--- src/hdl/mcar_pkg.sv ---
// Shared types, codes and point mirroring for the midpoint circle arc rasterizer.
package mcar_pkg;

  localparam int unsigned CoordW  = 10;
  localparam int unsigned StepW   = 11;
  localparam int unsigned EdgeW   = 12;
  localparam int unsigned DecW    = 16;
  localparam int unsigned ColourW = 6;
  localparam int unsigned ClipW   = 11;
  localparam int unsigned NumOct  = 8;
  localparam int unsigned OctW    = 3;
  localparam int unsigned QDepth  = 2;

  localparam logic [ClipW-1:0] ClipMaxXReset = 11'd800;
  localparam logic [ClipW-1:0] ClipMaxYReset = 11'd480;

  typedef enum logic [1:0] {
    KIND_EMPTY = 2'd0,
    KIND_PIXEL = 2'd1,
    KIND_LINE  = 2'd2
  } kind_e;

  typedef enum logic {
    CMD_START   = 1'b0,
    CMD_ADVANCE = 1'b1
  } cmd_e;

  typedef enum logic {
    REG_CLIP_MAX_X = 1'b0,
    REG_CLIP_MAX_Y = 1'b1
  } reg_e;

  // One step's worth of work handed from the front to the back
  typedef struct packed {
    logic [CoordW-1:0]  cx;
    logic [CoordW-1:0]  cy;
    logic [StepW-1:0]   a;
    logic [StepW-1:0]   b;
    logic [ColourW-1:0] colour;
    logic               fill;
    logic [NumOct-1:0]  mask;
    logic               fin;
    logic               blank;
  } job_t;

  function automatic logic [EdgeW-1:0] mcar_point_x(
    input logic [OctW-1:0]   k,
    input logic [CoordW-1:0] cx,
    input logic [StepW-1:0]  a,
    input logic [StepW-1:0]  b
  );
    logic [EdgeW-1:0] cxs;
    logic [EdgeW-1:0] as;
    logic [EdgeW-1:0] bs;
    logic [EdgeW-1:0] res;
    cxs = {2'b00, cx};
    as  = {1'b0, a};
    bs  = {b[StepW-1], b};
    case (k)
      3'd0, 3'd2: res = cxs + as;
      3'd1, 3'd3: res = cxs - as;
      3'd4, 3'd6: res = cxs - bs;
      3'd5, 3'd7: res = cxs + bs;
      default:    res = cxs;
    endcase
    return res;
  endfunction

  function automatic logic [EdgeW-1:0] mcar_point_y(
    input logic [OctW-1:0]   k,
    input logic [CoordW-1:0] cy,
    input logic [StepW-1:0]  a,
    input logic [StepW-1:0]  b
  );
    logic [EdgeW-1:0] cys;
    logic [EdgeW-1:0] as;
    logic [EdgeW-1:0] bs;
    logic [EdgeW-1:0] res;
    cys = {2'b00, cy};
    as  = {1'b0, a};
    bs  = {b[StepW-1], b};
    case (k)
      3'd0, 3'd1: res = cys + bs;
      3'd2, 3'd3: res = cys - bs;
      3'd4, 3'd5: res = cys - as;
      3'd6, 3'd7: res = cys + as;
      default:    res = cys;
    endcase
    return res;
  endfunction

endpackage

--- src/hdl/midpoint_circle_arc_rasterizer_top.sv ---
// Top level of the midpoint circle arc rasterizer.
// Input channel (in_valid_i / in_stall_o): a start item loads centre, radius, colour,
// fill mode and octant mask; an advance item takes one midpoint step.
// Output channel (out_valid_o / out_stall_i): one draw command per item transfer,
// pixel or radial line, octants in ascending order, last set on the final one of a
// step. A step that draws nothing, or an advance once done, gives one empty item.
// The front end updates the circle state in the cycle an item is taken and pushes a
// job into a two-entry queue; the back end walks the enabled octants, one command
// per cycle unless out_stall_i holds the result register.
// Throughput is set by the single result port: each item gives one command per
// enabled-and-kept octant, or one empty command if none, 8 for a full circle kept whole.
// in_stall_o rises only when the job queue is full.
// When out_stall_i is high the result register holds its command; the back end and
// then the queue fill, and stall propagates to the input.
// Reset clears the queue, the result valid flag and the circle state (done set) and
// loads clip limits of 800 by 480. Clip registers sit at APB byte addresses 0 and 4;
// the user must write them only while the block is idle; the block does not enforce it.
module midpoint_circle_arc_rasterizer_top #(
  parameter int unsigned MAX_RADIUS = 1023
) (
  input  logic                         clk_i,
  input  logic                         rst_ni,
  input  logic                         psel,
  input  logic                         penable,
  input  logic                         pwrite,
  input  logic [2:0]                   paddr,
  input  logic [31:0]                  pwdata,
  output logic [31:0]                  prdata,
  output logic                         pready,
  input  logic                         in_valid_i,
  output logic                         in_stall_o,
  input  logic                         cmd_i,
  input  logic [mcar_pkg::CoordW-1:0]  centre_x_i,
  input  logic [mcar_pkg::CoordW-1:0]  centre_y_i,
  input  logic [mcar_pkg::CoordW-1:0]  radius_i,
  input  logic [mcar_pkg::ColourW-1:0] colour_i,
  input  logic                         fill_i,
  input  logic [mcar_pkg::NumOct-1:0]  octant_mask_i,
  output logic                         out_valid_o,
  input  logic                         out_stall_i,
  output logic [1:0]                   kind_o,
  output logic [mcar_pkg::OctW-1:0]    octant_o,
  output logic [mcar_pkg::EdgeW-1:0]   edge_x_o,
  output logic [mcar_pkg::EdgeW-1:0]   edge_y_o,
  output logic [mcar_pkg::CoordW-1:0]  to_x_o,
  output logic [mcar_pkg::CoordW-1:0]  to_y_o,
  output logic [mcar_pkg::ColourW-1:0] out_colour_o,
  output logic                         last_o,
  output logic                         done_res_o
);
  import mcar_pkg::*;

  logic [ClipW-1:0] clip_x_q;
  logic [ClipW-1:0] clip_y_q;
  logic             wr_en;
  reg_e             reg_sel;

  logic push;
  logic pop;
  logic full;
  logic head_valid;
  job_t job_in;
  job_t job_head;

  assign pready  = 1'b1;
  assign wr_en   = psel & penable & pwrite;
  assign reg_sel = reg_e'(paddr[2]);

  always_comb begin
    case (reg_sel)
      REG_CLIP_MAX_X: prdata = {{(32-ClipW){1'b0}}, clip_x_q};
      REG_CLIP_MAX_Y: prdata = {{(32-ClipW){1'b0}}, clip_y_q};
      default:        prdata = '0;
    endcase
  end

  always_ff @(posedge clk_i or negedge rst_ni) begin
    if (!rst_ni) begin
      clip_x_q <= ClipMaxXReset;
      clip_y_q <= ClipMaxYReset;
    end else if (wr_en) begin
      if (reg_sel == REG_CLIP_MAX_X) begin
        clip_x_q <= pwdata[ClipW-1:0];
      end
      if (reg_sel == REG_CLIP_MAX_Y) begin
        clip_y_q <= pwdata[ClipW-1:0];
      end
    end
  end

  mcar_front #(
    .MAX_RADIUS(MAX_RADIUS)
  ) u_front (
    .clk_i        (clk_i),
    .rst_ni       (rst_ni),
    .in_valid_i   (in_valid_i),
    .in_stall_o   (in_stall_o),
    .cmd_i        (cmd_i),
    .centre_x_i   (centre_x_i),
    .centre_y_i   (centre_y_i),
    .radius_i     (radius_i),
    .colour_i     (colour_i),
    .fill_i       (fill_i),
    .octant_mask_i(octant_mask_i),
    .push_o       (push),
    .job_o        (job_in),
    .full_i       (full)
  );

  mcar_fifo u_fifo (
    .clk_i  (clk_i),
    .rst_ni (rst_ni),
    .push_i (push),
    .data_i (job_in),
    .full_o (full),
    .pop_i  (pop),
    .valid_o(head_valid),
    .data_o (job_head)
  );

  mcar_back u_back (
    .clk_i       (clk_i),
    .rst_ni      (rst_ni),
    .job_valid_i (head_valid),
    .job_i       (job_head),
    .pop_o       (pop),
    .clip_max_x_i(clip_x_q),
    .clip_max_y_i(clip_y_q),
    .out_valid_o (out_valid_o),
    .out_stall_i (out_stall_i),
    .kind_o      (kind_o),
    .octant_o    (octant_o),
    .edge_x_o    (edge_x_o),
    .edge_y_o    (edge_y_o),
    .to_x_o      (to_x_o),
    .to_y_o      (to_y_o),
    .out_colour_o(out_colour_o),
    .last_o      (last_o),
    .done_res_o  (done_res_o)
  );

endmodule

--- src/hdl/mcar_front.sv ---
// Front end: accepts items, advances the midpoint decision state, issues jobs.
module mcar_front #(
  parameter int unsigned MAX_RADIUS = 1023
) (
  input  logic                        clk_i,
  input  logic                        rst_ni,
  input  logic                        in_valid_i,
  output logic                        in_stall_o,
  input  logic                        cmd_i,
  input  logic [mcar_pkg::CoordW-1:0] centre_x_i,
  input  logic [mcar_pkg::CoordW-1:0] centre_y_i,
  input  logic [mcar_pkg::CoordW-1:0] radius_i,
  input  logic [mcar_pkg::ColourW-1:0] colour_i,
  input  logic                        fill_i,
  input  logic [mcar_pkg::NumOct-1:0] octant_mask_i,
  output logic                        push_o,
  output mcar_pkg::job_t              job_o,
  input  logic                        full_i
);
  import mcar_pkg::*;

  localparam logic [CoordW+1:0] RadMax = (CoordW + 2)'(MAX_RADIUS);

  logic [CoordW-1:0]  cx_q, cx_d;
  logic [CoordW-1:0]  cy_q, cy_d;
  logic [StepW-1:0]   x_q, x_d;
  logic [StepW-1:0]   y_q, y_d;
  logic [DecW-1:0]    dec_q, dec_d;
  logic [ColourW-1:0] col_q, col_d;
  logic               fill_q, fill_d;
  logic [NumOct-1:0]  mask_q, mask_d;
  logic               fin_q, fin_d;

  logic               accept;
  logic [CoordW-1:0]  r_sat;
  logic [StepW-1:0]   x1;
  logic [StepW-1:0]   y1;
  logic [EdgeW-1:0]   diff;
  logic [DecW-1:0]    diff4;
  logic [DecW-1:0]    x4;

  assign in_stall_o = full_i;
  assign accept     = in_valid_i & ~full_i;
  assign r_sat      = ({2'b00, radius_i} > RadMax) ? CoordW'(MAX_RADIUS) : radius_i;

  always_comb begin
    x1    = x_q + StepW'(1);
    y1    = ($signed(dec_q) > 0) ? (y_q - StepW'(1)) : y_q;
    diff  = {1'b0, x1} - {y1[StepW-1], y1};
    diff4 = {{(DecW-EdgeW){diff[EdgeW-1]}}, diff} << 2;
    x4    = {{(DecW-StepW){1'b0}}, x1} << 2;
  end

  always_comb begin
    cx_d   = cx_q;
    cy_d   = cy_q;
    x_d    = x_q;
    y_d    = y_q;
    dec_d  = dec_q;
    col_d  = col_q;
    fill_d = fill_q;
    mask_d = mask_q;
    fin_d  = fin_q;
    if (accept) begin
      if (cmd_i == CMD_START) begin
        cx_d   = centre_x_i;
        cy_d   = centre_y_i;
        x_d    = '0;
        y_d    = {1'b0, r_sat};
        dec_d  = DecW'(3) - {{(DecW-CoordW-1){1'b0}}, r_sat, 1'b0};
        col_d  = colour_i;
        fill_d = fill_i;
        mask_d = octant_mask_i;
        fin_d  = 1'b0;
      end else if (!fin_q) begin
        x_d = x1;
        y_d = y1;
        if ($signed(dec_q) > 0) begin
          dec_d = dec_q + diff4 + DecW'(10);
        end else begin
          dec_d = dec_q + x4 + DecW'(6);
        end
        fin_d = $signed({y1[StepW-1], y1}) < $signed({1'b0, x1});
      end
    end
  end

  always_comb begin
    push_o       = accept;
    job_o.cx     = cx_d;
    job_o.cy     = cy_d;
    job_o.a      = x_d;
    job_o.b      = y_d;
    job_o.colour = col_d;
    job_o.fill   = fill_d;
    job_o.mask   = mask_d;
    job_o.fin    = fin_d;
    job_o.blank  = (cmd_i == CMD_ADVANCE) & fin_q;
  end

  always_ff @(posedge clk_i or negedge rst_ni) begin
    if (!rst_ni) begin
      cx_q   <= '0;
      cy_q   <= '0;
      x_q    <= '0;
      y_q    <= '0;
      dec_q  <= '0;
      col_q  <= '0;
      fill_q <= 1'b0;
      mask_q <= '0;
      fin_q  <= 1'b1;
    end else begin
      cx_q   <= cx_d;
      cy_q   <= cy_d;
      x_q    <= x_d;
      y_q    <= y_d;
      dec_q  <= dec_d;
      col_q  <= col_d;
      fill_q <= fill_d;
      mask_q <= mask_d;
      fin_q  <= fin_d;
    end
  end

endmodule

--- src/hdl/mcar_fifo.sv ---
// Short job queue between the front end and the back end.
module mcar_fifo (
  input  logic           clk_i,
  input  logic           rst_ni,
  input  logic           push_i,
  input  mcar_pkg::job_t data_i,
  output logic           full_o,
  input  logic           pop_i,
  output logic           valid_o,
  output mcar_pkg::job_t data_o
);
  import mcar_pkg::*;

  localparam int unsigned PtrW = $clog2(QDepth);

  job_t            mem_q [QDepth];
  logic [PtrW-1:0] wr_q, wr_d;
  logic [PtrW-1:0] rd_q, rd_d;
  logic [PtrW:0]   cnt_q, cnt_d;

  assign full_o  = (cnt_q == (PtrW + 1)'(QDepth));
  assign valid_o = (cnt_q != '0);
  assign data_o  = mem_q[rd_q];

  always_comb begin
    wr_d  = wr_q;
    rd_d  = rd_q;
    cnt_d = cnt_q;
    if (push_i) begin
      wr_d = wr_q + PtrW'(1);
    end
    if (pop_i) begin
      rd_d = rd_q + PtrW'(1);
    end
    if (push_i && !pop_i) begin
      cnt_d = cnt_q + (PtrW + 1)'(1);
    end else if (pop_i && !push_i) begin
      cnt_d = cnt_q - (PtrW + 1)'(1);
    end
  end

  always_ff @(posedge clk_i) begin
    if (push_i) begin
      mem_q[wr_q] <= data_i;
    end
  end

  always_ff @(posedge clk_i or negedge rst_ni) begin
    if (!rst_ni) begin
      wr_q  <= '0;
      rd_q  <= '0;
      cnt_q <= '0;
    end else begin
      wr_q  <= wr_d;
      rd_q  <= rd_d;
      cnt_q <= cnt_d;
    end
  end

endmodule

--- src/hdl/mcar_back.sv ---
// Back end: walks the enabled octants of a job and drives the result register.
module mcar_back (
  input  logic                         clk_i,
  input  logic                         rst_ni,
  input  logic                         job_valid_i,
  input  mcar_pkg::job_t               job_i,
  output logic                         pop_o,
  input  logic [mcar_pkg::ClipW-1:0]   clip_max_x_i,
  input  logic [mcar_pkg::ClipW-1:0]   clip_max_y_i,
  output logic                         out_valid_o,
  input  logic                         out_stall_i,
  output logic [1:0]                   kind_o,
  output logic [mcar_pkg::OctW-1:0]    octant_o,
  output logic [mcar_pkg::EdgeW-1:0]   edge_x_o,
  output logic [mcar_pkg::EdgeW-1:0]   edge_y_o,
  output logic [mcar_pkg::CoordW-1:0]  to_x_o,
  output logic [mcar_pkg::CoordW-1:0]  to_y_o,
  output logic [mcar_pkg::ColourW-1:0] out_colour_o,
  output logic                         last_o,
  output logic                         done_res_o
);
  import mcar_pkg::*;

  job_t              work_q, work_d;
  logic              busy_q, busy_d;
  logic [NumOct-1:0] pend_q, pend_d;
  logic              ov_q, ov_d;

  kind_e              kind_q, kind_d;
  logic [OctW-1:0]    oct_q, oct_d;
  logic [EdgeW-1:0]   ex_q, ex_d;
  logic [EdgeW-1:0]   ey_q, ey_d;
  logic [CoordW-1:0]  tx_q, tx_d;
  logic [CoordW-1:0]  ty_q, ty_d;
  logic [ColourW-1:0] col_q, col_d;
  logic               last_q, last_d;
  logic               done_q, done_d;

  logic              adv;
  logic [NumOct-1:0] head_pend;
  logic [OctW-1:0]   sel;
  logic [NumOct-1:0] sel_bit;
  logic              fin_item;
  logic              load;

  // Work out which octants of the queued job produce a command
  always_comb begin
    logic [EdgeW-1:0] px;
    logic [EdgeW-1:0] py;
    logic             ok;
    logic             c_ok;
    c_ok = ({1'b0, job_i.cx} <= clip_max_x_i) && ({1'b0, job_i.cy} <= clip_max_y_i);
    for (int k = 0; k < NumOct; k++) begin
      px = mcar_point_x(OctW'(k), job_i.cx, job_i.a, job_i.b);
      py = mcar_point_y(OctW'(k), job_i.cy, job_i.a, job_i.b);
      ok = !px[EdgeW-1] && (px[EdgeW-2:0] <= clip_max_x_i) &&
           !py[EdgeW-1] && (py[EdgeW-2:0] <= clip_max_y_i) && c_ok;
      head_pend[k] = job_i.mask[k] & (ok | ~job_i.fill) & ~job_i.blank;
    end
  end

  always_comb begin
    logic found;
    found = 1'b0;
    sel   = '0;
    for (int k = 0; k < NumOct; k++) begin
      if (pend_q[k] && !found) begin
        sel   = OctW'(k);
        found = 1'b1;
      end
    end
    sel_bit = NumOct'(1) << sel;
  end

  assign adv      = ~ov_q | ~out_stall_i;
  assign fin_item = (pend_q == '0) || ((pend_q & ~sel_bit) == '0);
  assign load     = ~busy_q | (adv & fin_item);
  assign pop_o    = load & job_valid_i;

  always_comb begin
    work_d = work_q;
    busy_d = busy_q;
    pend_d = pend_q;
    if (busy_q && adv) begin
      pend_d = pend_q & ~sel_bit;
    end
    if (load) begin
      busy_d = job_valid_i;
      if (job_valid_i) begin
        work_d = job_i;
        pend_d = head_pend;
      end
    end
  end

  always_comb begin
    ov_d   = ov_q;
    kind_d = kind_q;
    oct_d  = oct_q;
    ex_d   = ex_q;
    ey_d   = ey_q;
    tx_d   = tx_q;
    ty_d   = ty_q;
    col_d  = col_q;
    last_d = last_q;
    done_d = done_q;
    if (adv) begin
      ov_d   = busy_q;
      last_d = fin_item;
      done_d = work_q.fin;
      if (pend_q == '0) begin
        kind_d = KIND_EMPTY;
        oct_d  = '0;
        ex_d   = '0;
        ey_d   = '0;
        tx_d   = '0;
        ty_d   = '0;
        col_d  = '0;
      end else begin
        kind_d = work_q.fill ? KIND_LINE : KIND_PIXEL;
        oct_d  = sel;
        ex_d   = mcar_point_x(sel, work_q.cx, work_q.a, work_q.b);
        ey_d   = mcar_point_y(sel, work_q.cy, work_q.a, work_q.b);
        tx_d   = work_q.fill ? work_q.cx : '0;
        ty_d   = work_q.fill ? work_q.cy : '0;
        col_d  = work_q.colour;
      end
    end
  end

  always_ff @(posedge clk_i) begin
    work_q <= work_d;
    kind_q <= kind_d;
    oct_q  <= oct_d;
    ex_q   <= ex_d;
    ey_q   <= ey_d;
    tx_q   <= tx_d;
    ty_q   <= ty_d;
    col_q  <= col_d;
    last_q <= last_d;
    done_q <= done_d;
  end

  always_ff @(posedge clk_i or negedge rst_ni) begin
    if (!rst_ni) begin
      busy_q <= 1'b0;
      pend_q <= '0;
      ov_q   <= 1'b0;
    end else begin
      busy_q <= busy_d;
      pend_q <= pend_d;
      ov_q   <= ov_d;
    end
  end

  assign out_valid_o  = ov_q;
  assign kind_o       = kind_q;
  assign octant_o     = oct_q;
  assign edge_x_o     = ex_q;
  assign edge_y_o     = ey_q;
  assign to_x_o       = tx_q;
  assign to_y_o       = ty_q;
  assign out_colour_o = col_q;
  assign last_o       = last_q;
  assign done_res_o   = done_q;

endmodule

--- config.mk ---
export PLATFORM = sky130hd
export DESIGN_NAME = midpoint_circle_arc_rasterizer_top
export DESIGN_NICKNAME = d
export VERILOG_FILES = /design/src/hdl/mcar_pkg.sv /design/src/hdl/midpoint_circle_arc_rasterizer_top.sv /design/src/hdl/mcar_front.sv /design/src/hdl/mcar_fifo.sv /design/src/hdl/mcar_back.sv
export SDC_FILE = /design/constraint.sdc
export NUM_CORES = 1
export LEC_CHECK = 0
export ABC_AREA = 1
export BUFFER_PORTS_ARGS = -buffer_cell sky130_fd_sc_hd__buf_2
export CORE_MARGIN = 8
export CORE_UTILIZATION = 64
export CTS_BUF_LIST = sky130_fd_sc_hd__clkbuf_8
export CTS_CLUSTER_SIZE = 28
export DETAILED_ROUTE_END_ITERATION = 10
export PLACE_DENSITY = 0.88
export SLEW_MARGIN = 20
export SYNTH_ARGS = -nofsm -noshare
export SYNTH_HDL_FRONTEND = slang
export SYNTH_HIERARCHICAL = 1
export SYNTH_SLANG_ARGS = --single-unit
export TNS_END_PERCENT = 50
--- constraint.sdc ---
create_clock -name clk_i -period 6.9 [get_ports clk_i]
set_input_delay 1.035 -clock clk_i [delete_from_list [all_inputs] [get_ports clk_i]]
set_output_delay 1.035 -clock clk_i [all_outputs]
set_load 0.02 [all_outputs]
==> impl_metrics.env <==
export IMPL_outcome="complete, no violations"
export IMPL_drv_cap=0
export IMPL_clockBufferDepth=3
export IMPL_fin_nets=3612
export IMPL_crit_required_ns=7.49
export IMPL_critical_path_startpoint_type="flop"
export IMPL_setup_tns_final_ns=0
export IMPL_n_fill_cell=3142
export IMPL_cts_max_level=2
export IMPL_slew_headroom=0.238
export IMPL_synth_top_area_cell="edfxtp_1"
export IMPL_worstSkewPairLatency_ns=0.68
export IMPL_grt_pass1_vias=21600
export IMPL_dieArea_um2=46800
export IMPL_syn_to_final_growth_pct=8.32
export IMPL_initial_core_util=0.648
export IMPL_synth_seq_cells=335
export IMPL_syn_avg_cell_area_um2=8.34
export IMPL_drc_errors=0
export IMPL_fmax_mhz=201
export IMPL_synth_cell_type_count=62
export IMPL_final_cells=3782
export IMPL_setup_viol=0
export IMPL_synth_warnings=6
export IMPL_grt_usage=0.308
export IMPL_antenna_found_initial=1
export IMPL_fin_crit_sh=0.720
export IMPL_wl_per_cell_um=19.7
export IMPL_cts_hold_buf=0
export IMPL_clock_skew_ns=0.0414
export IMPL_synth_commonest_cells="nand2_1 (764), inv_1 (386), ha_1 (299)"
export IMPL_worstPathMaxFanout=41
export IMPL_numCtsBuffers=54
export IMPL_netlist_area_leader_share=0.263
export IMPL_grt_pass1_wl_um=115000
export IMPL_hold_violations=0
export IMPL_first_pass_iters=6
export IMPL_port_buffers=134
export IMPL_cts_resized=0
export IMPL_grt_max_degree=65
export IMPL_pin_count=180
export IMPL_period_minus_slack_ns=4.97
export IMPL_drive_above_1_share=0.111
export IMPL_hpwl_um=56000
export IMPL_drt_first_iter_violations=2410
export IMPL_async_flop_share=0.328
export IMPL_die_y_um=216
export IMPL_drv_slew=0
export IMPL_rows=73
export IMPL_cts_root_buf="clkbuf_8"
export IMPL_core_area_um2=39600
export IMPL_synth_cells=3080
export IMPL_yosys_cell_count_top_type="nand2_1"
export IMPL_dpl_cell_count=3680
export IMPL_synth_area_top_cells="edfxtp_1 (26%), ha_1 (15%), nand2_1 (11%), dfrtp_1 (9.9%), inv_1 (5.6%)"
export IMPL_whs_ns=0.440
export IMPL_wl_um=74500
export IMPL_endpoint_kind="flop"
export IMPL_cts_sinks=335
export IMPL_rsz0062_at_grt="no"
export IMPL_die_w_um=216
export IMPL_synthFlopType="edfxtp_1"
export IMPL_crit_type="reg2reg"
export IMPL_cts_tree="yes"
export IMPL_cts_setup_buffers=0
export IMPL_arrival_ns=5.56
export IMPL_syn_area_um2=25700
export IMPL_gr_total_overflow=0
export IMPL_vias=22400
export IMPL_worst_pin_slew_ns=1.14
export IMPL_finalWeightedCongestion=0.990
export IMPL_synth_edf_count=225
export IMPL_ant_nets=0
export IMPL_clkTransAtPathRegs_ns=0.07
export IMPL_avgViaCountPerCell=5.92
export IMPL_ys_seq_area_frac=0.370
export IMPL_hp_class="reg2reg"
==> critical path, cell delays in order, from the launching register on <==
cell and delay [ns]:
dfrtp_4 0.97, buf_4 0.50, mux2_4 0.34, inv_1 0.14, fa_1 0.44, o21ai_0 0.40, nand4_1 0.14, o211ai_1 0.16
nand2_1 0.08, nand2_1 0.07, a21oi_1 0.07, xor2_1 0.15, ha_1 0.30, nand2_1 0.08, nor4_1 0.33, nand4_1 0.12
nand2_1 0.19, nand3_1 0.17, nand2_1 0.12, nand2_1 0.06, nand2_1 0.05
==> routing by layer <==
metal	up-vias	track usage	routed length, µm
li1	10500	-	-
met5	-	0	0
met4	0	0.141	3410
met2	1161	0.495	34300
met3	214	0.0617	7030
met1	10500	0.399	29700
==> final timing paths <==
kind	slack (ns)	cells past startpoint	from	end
worst max-delay path	1.93	20	u_fifo/rd_q$_DFFE_PN0P_	u_back/pend_q[3]$_DFF_PN0_
worst min-delay path	0.44	0	u_back/work_q[1]$_DFFE_PP_	u_back/done_res_o$_DFFE_PN_
worst max register to register	1.93	20	u_fifo/rd_q$_DFFE_PN0P_	u_back/pend_q[3]$_DFF_PN0_
worst min register to register	0.44	0	u_back/work_q[1]$_DFFE_PP_	u_back/done_res_o$_DFFE_PN_
max in group asynchronous	5.05	2	rst_ni	u_fifo/rd_q$_DFFE_PN0P_
min in group asynchronous	0.50	1	rst_ni	u_front/dec_q[8]$_DFFE_PN0P_
==> registers in the layout, summed over array words and instances (netlist names), 11 cells and up <==
name,cells
clip_x_q,11
clip_y_q,11
u_back/edge_x_o,12
u_back/edge_y_o,12
u_back/work_q,50
u_fifo/mem_q,118
u_front/dec_q,16
u_front/x_q,11
u_front/y_q,11
==> cells in the final DEF, fill, tap and decap left out, types with 15 or more instances in the layout <==
master / Yosys / final
inv_1: 386 / 392
o21ai_0: 164 / 163
nand3_1: 167 / 167
dfrtp_1: 102 / 101
nor2_1: 224 / 222
mux2_4: 59 / 59
a31oi_1: 15 / 15
conb_1: 2 / 22
xor2_1: 92 / 92
a21oi_1: 221 / 220
clkbuf_8: 0 / 63
clkinv_1: 3 / 16
nand2_1: 764 / 763
nor3_1: 19 / 19
o22ai_1: 17 / 17
xnor2_1: 22 / 22
nand4_1: 32 / 32
edfxtp_1: 225 / 225
ha_1: 299 / 299
buf_2: 18 / 133
==> per-stage QoR <==
step	setup WS [ns]	area, µm²	util
final	1.93	27800	0.702
after global placement	2.09	26600	0.671
after global routing	1.51	27800	0.702
after CTS	1.94	27800	0.702
after floorplan	0.906	25800	-
after detailed placement	2.05	26600	0.671
==> cell families (layout without fill, tap and decap cells) <==
family          Yosys count  count (layout)  share of synthesized area
fa+ha+maj               313             313                      0.156
xor+xnor                114             114                     0.0389
other cells               2              23                   0.000292
buf+inv                 487             643                     0.0823
flops                   335             335                      0.370
compound gates          499             499                      0.109
mux                      59              59                     0.0345
simple gates           1271            1271                      0.209
==> layout make-up <==
cell class              count  area, µm²  area share
repair buffers            145        756      0.0272
clock buffers              63        867      0.0312
inverters                 397       1490      0.0535
diodes                      1       2.50   0.0000899
multi-input cells        2278      14200       0.509
well taps                 525        657      0.0236
flip-flops and latches    335       9520       0.342
clock inverters            38        373      0.0134
Power is left out: the tool's default activity adds up to more than one toggle a clock period on the data nets, which glitch-free logic cannot reach.
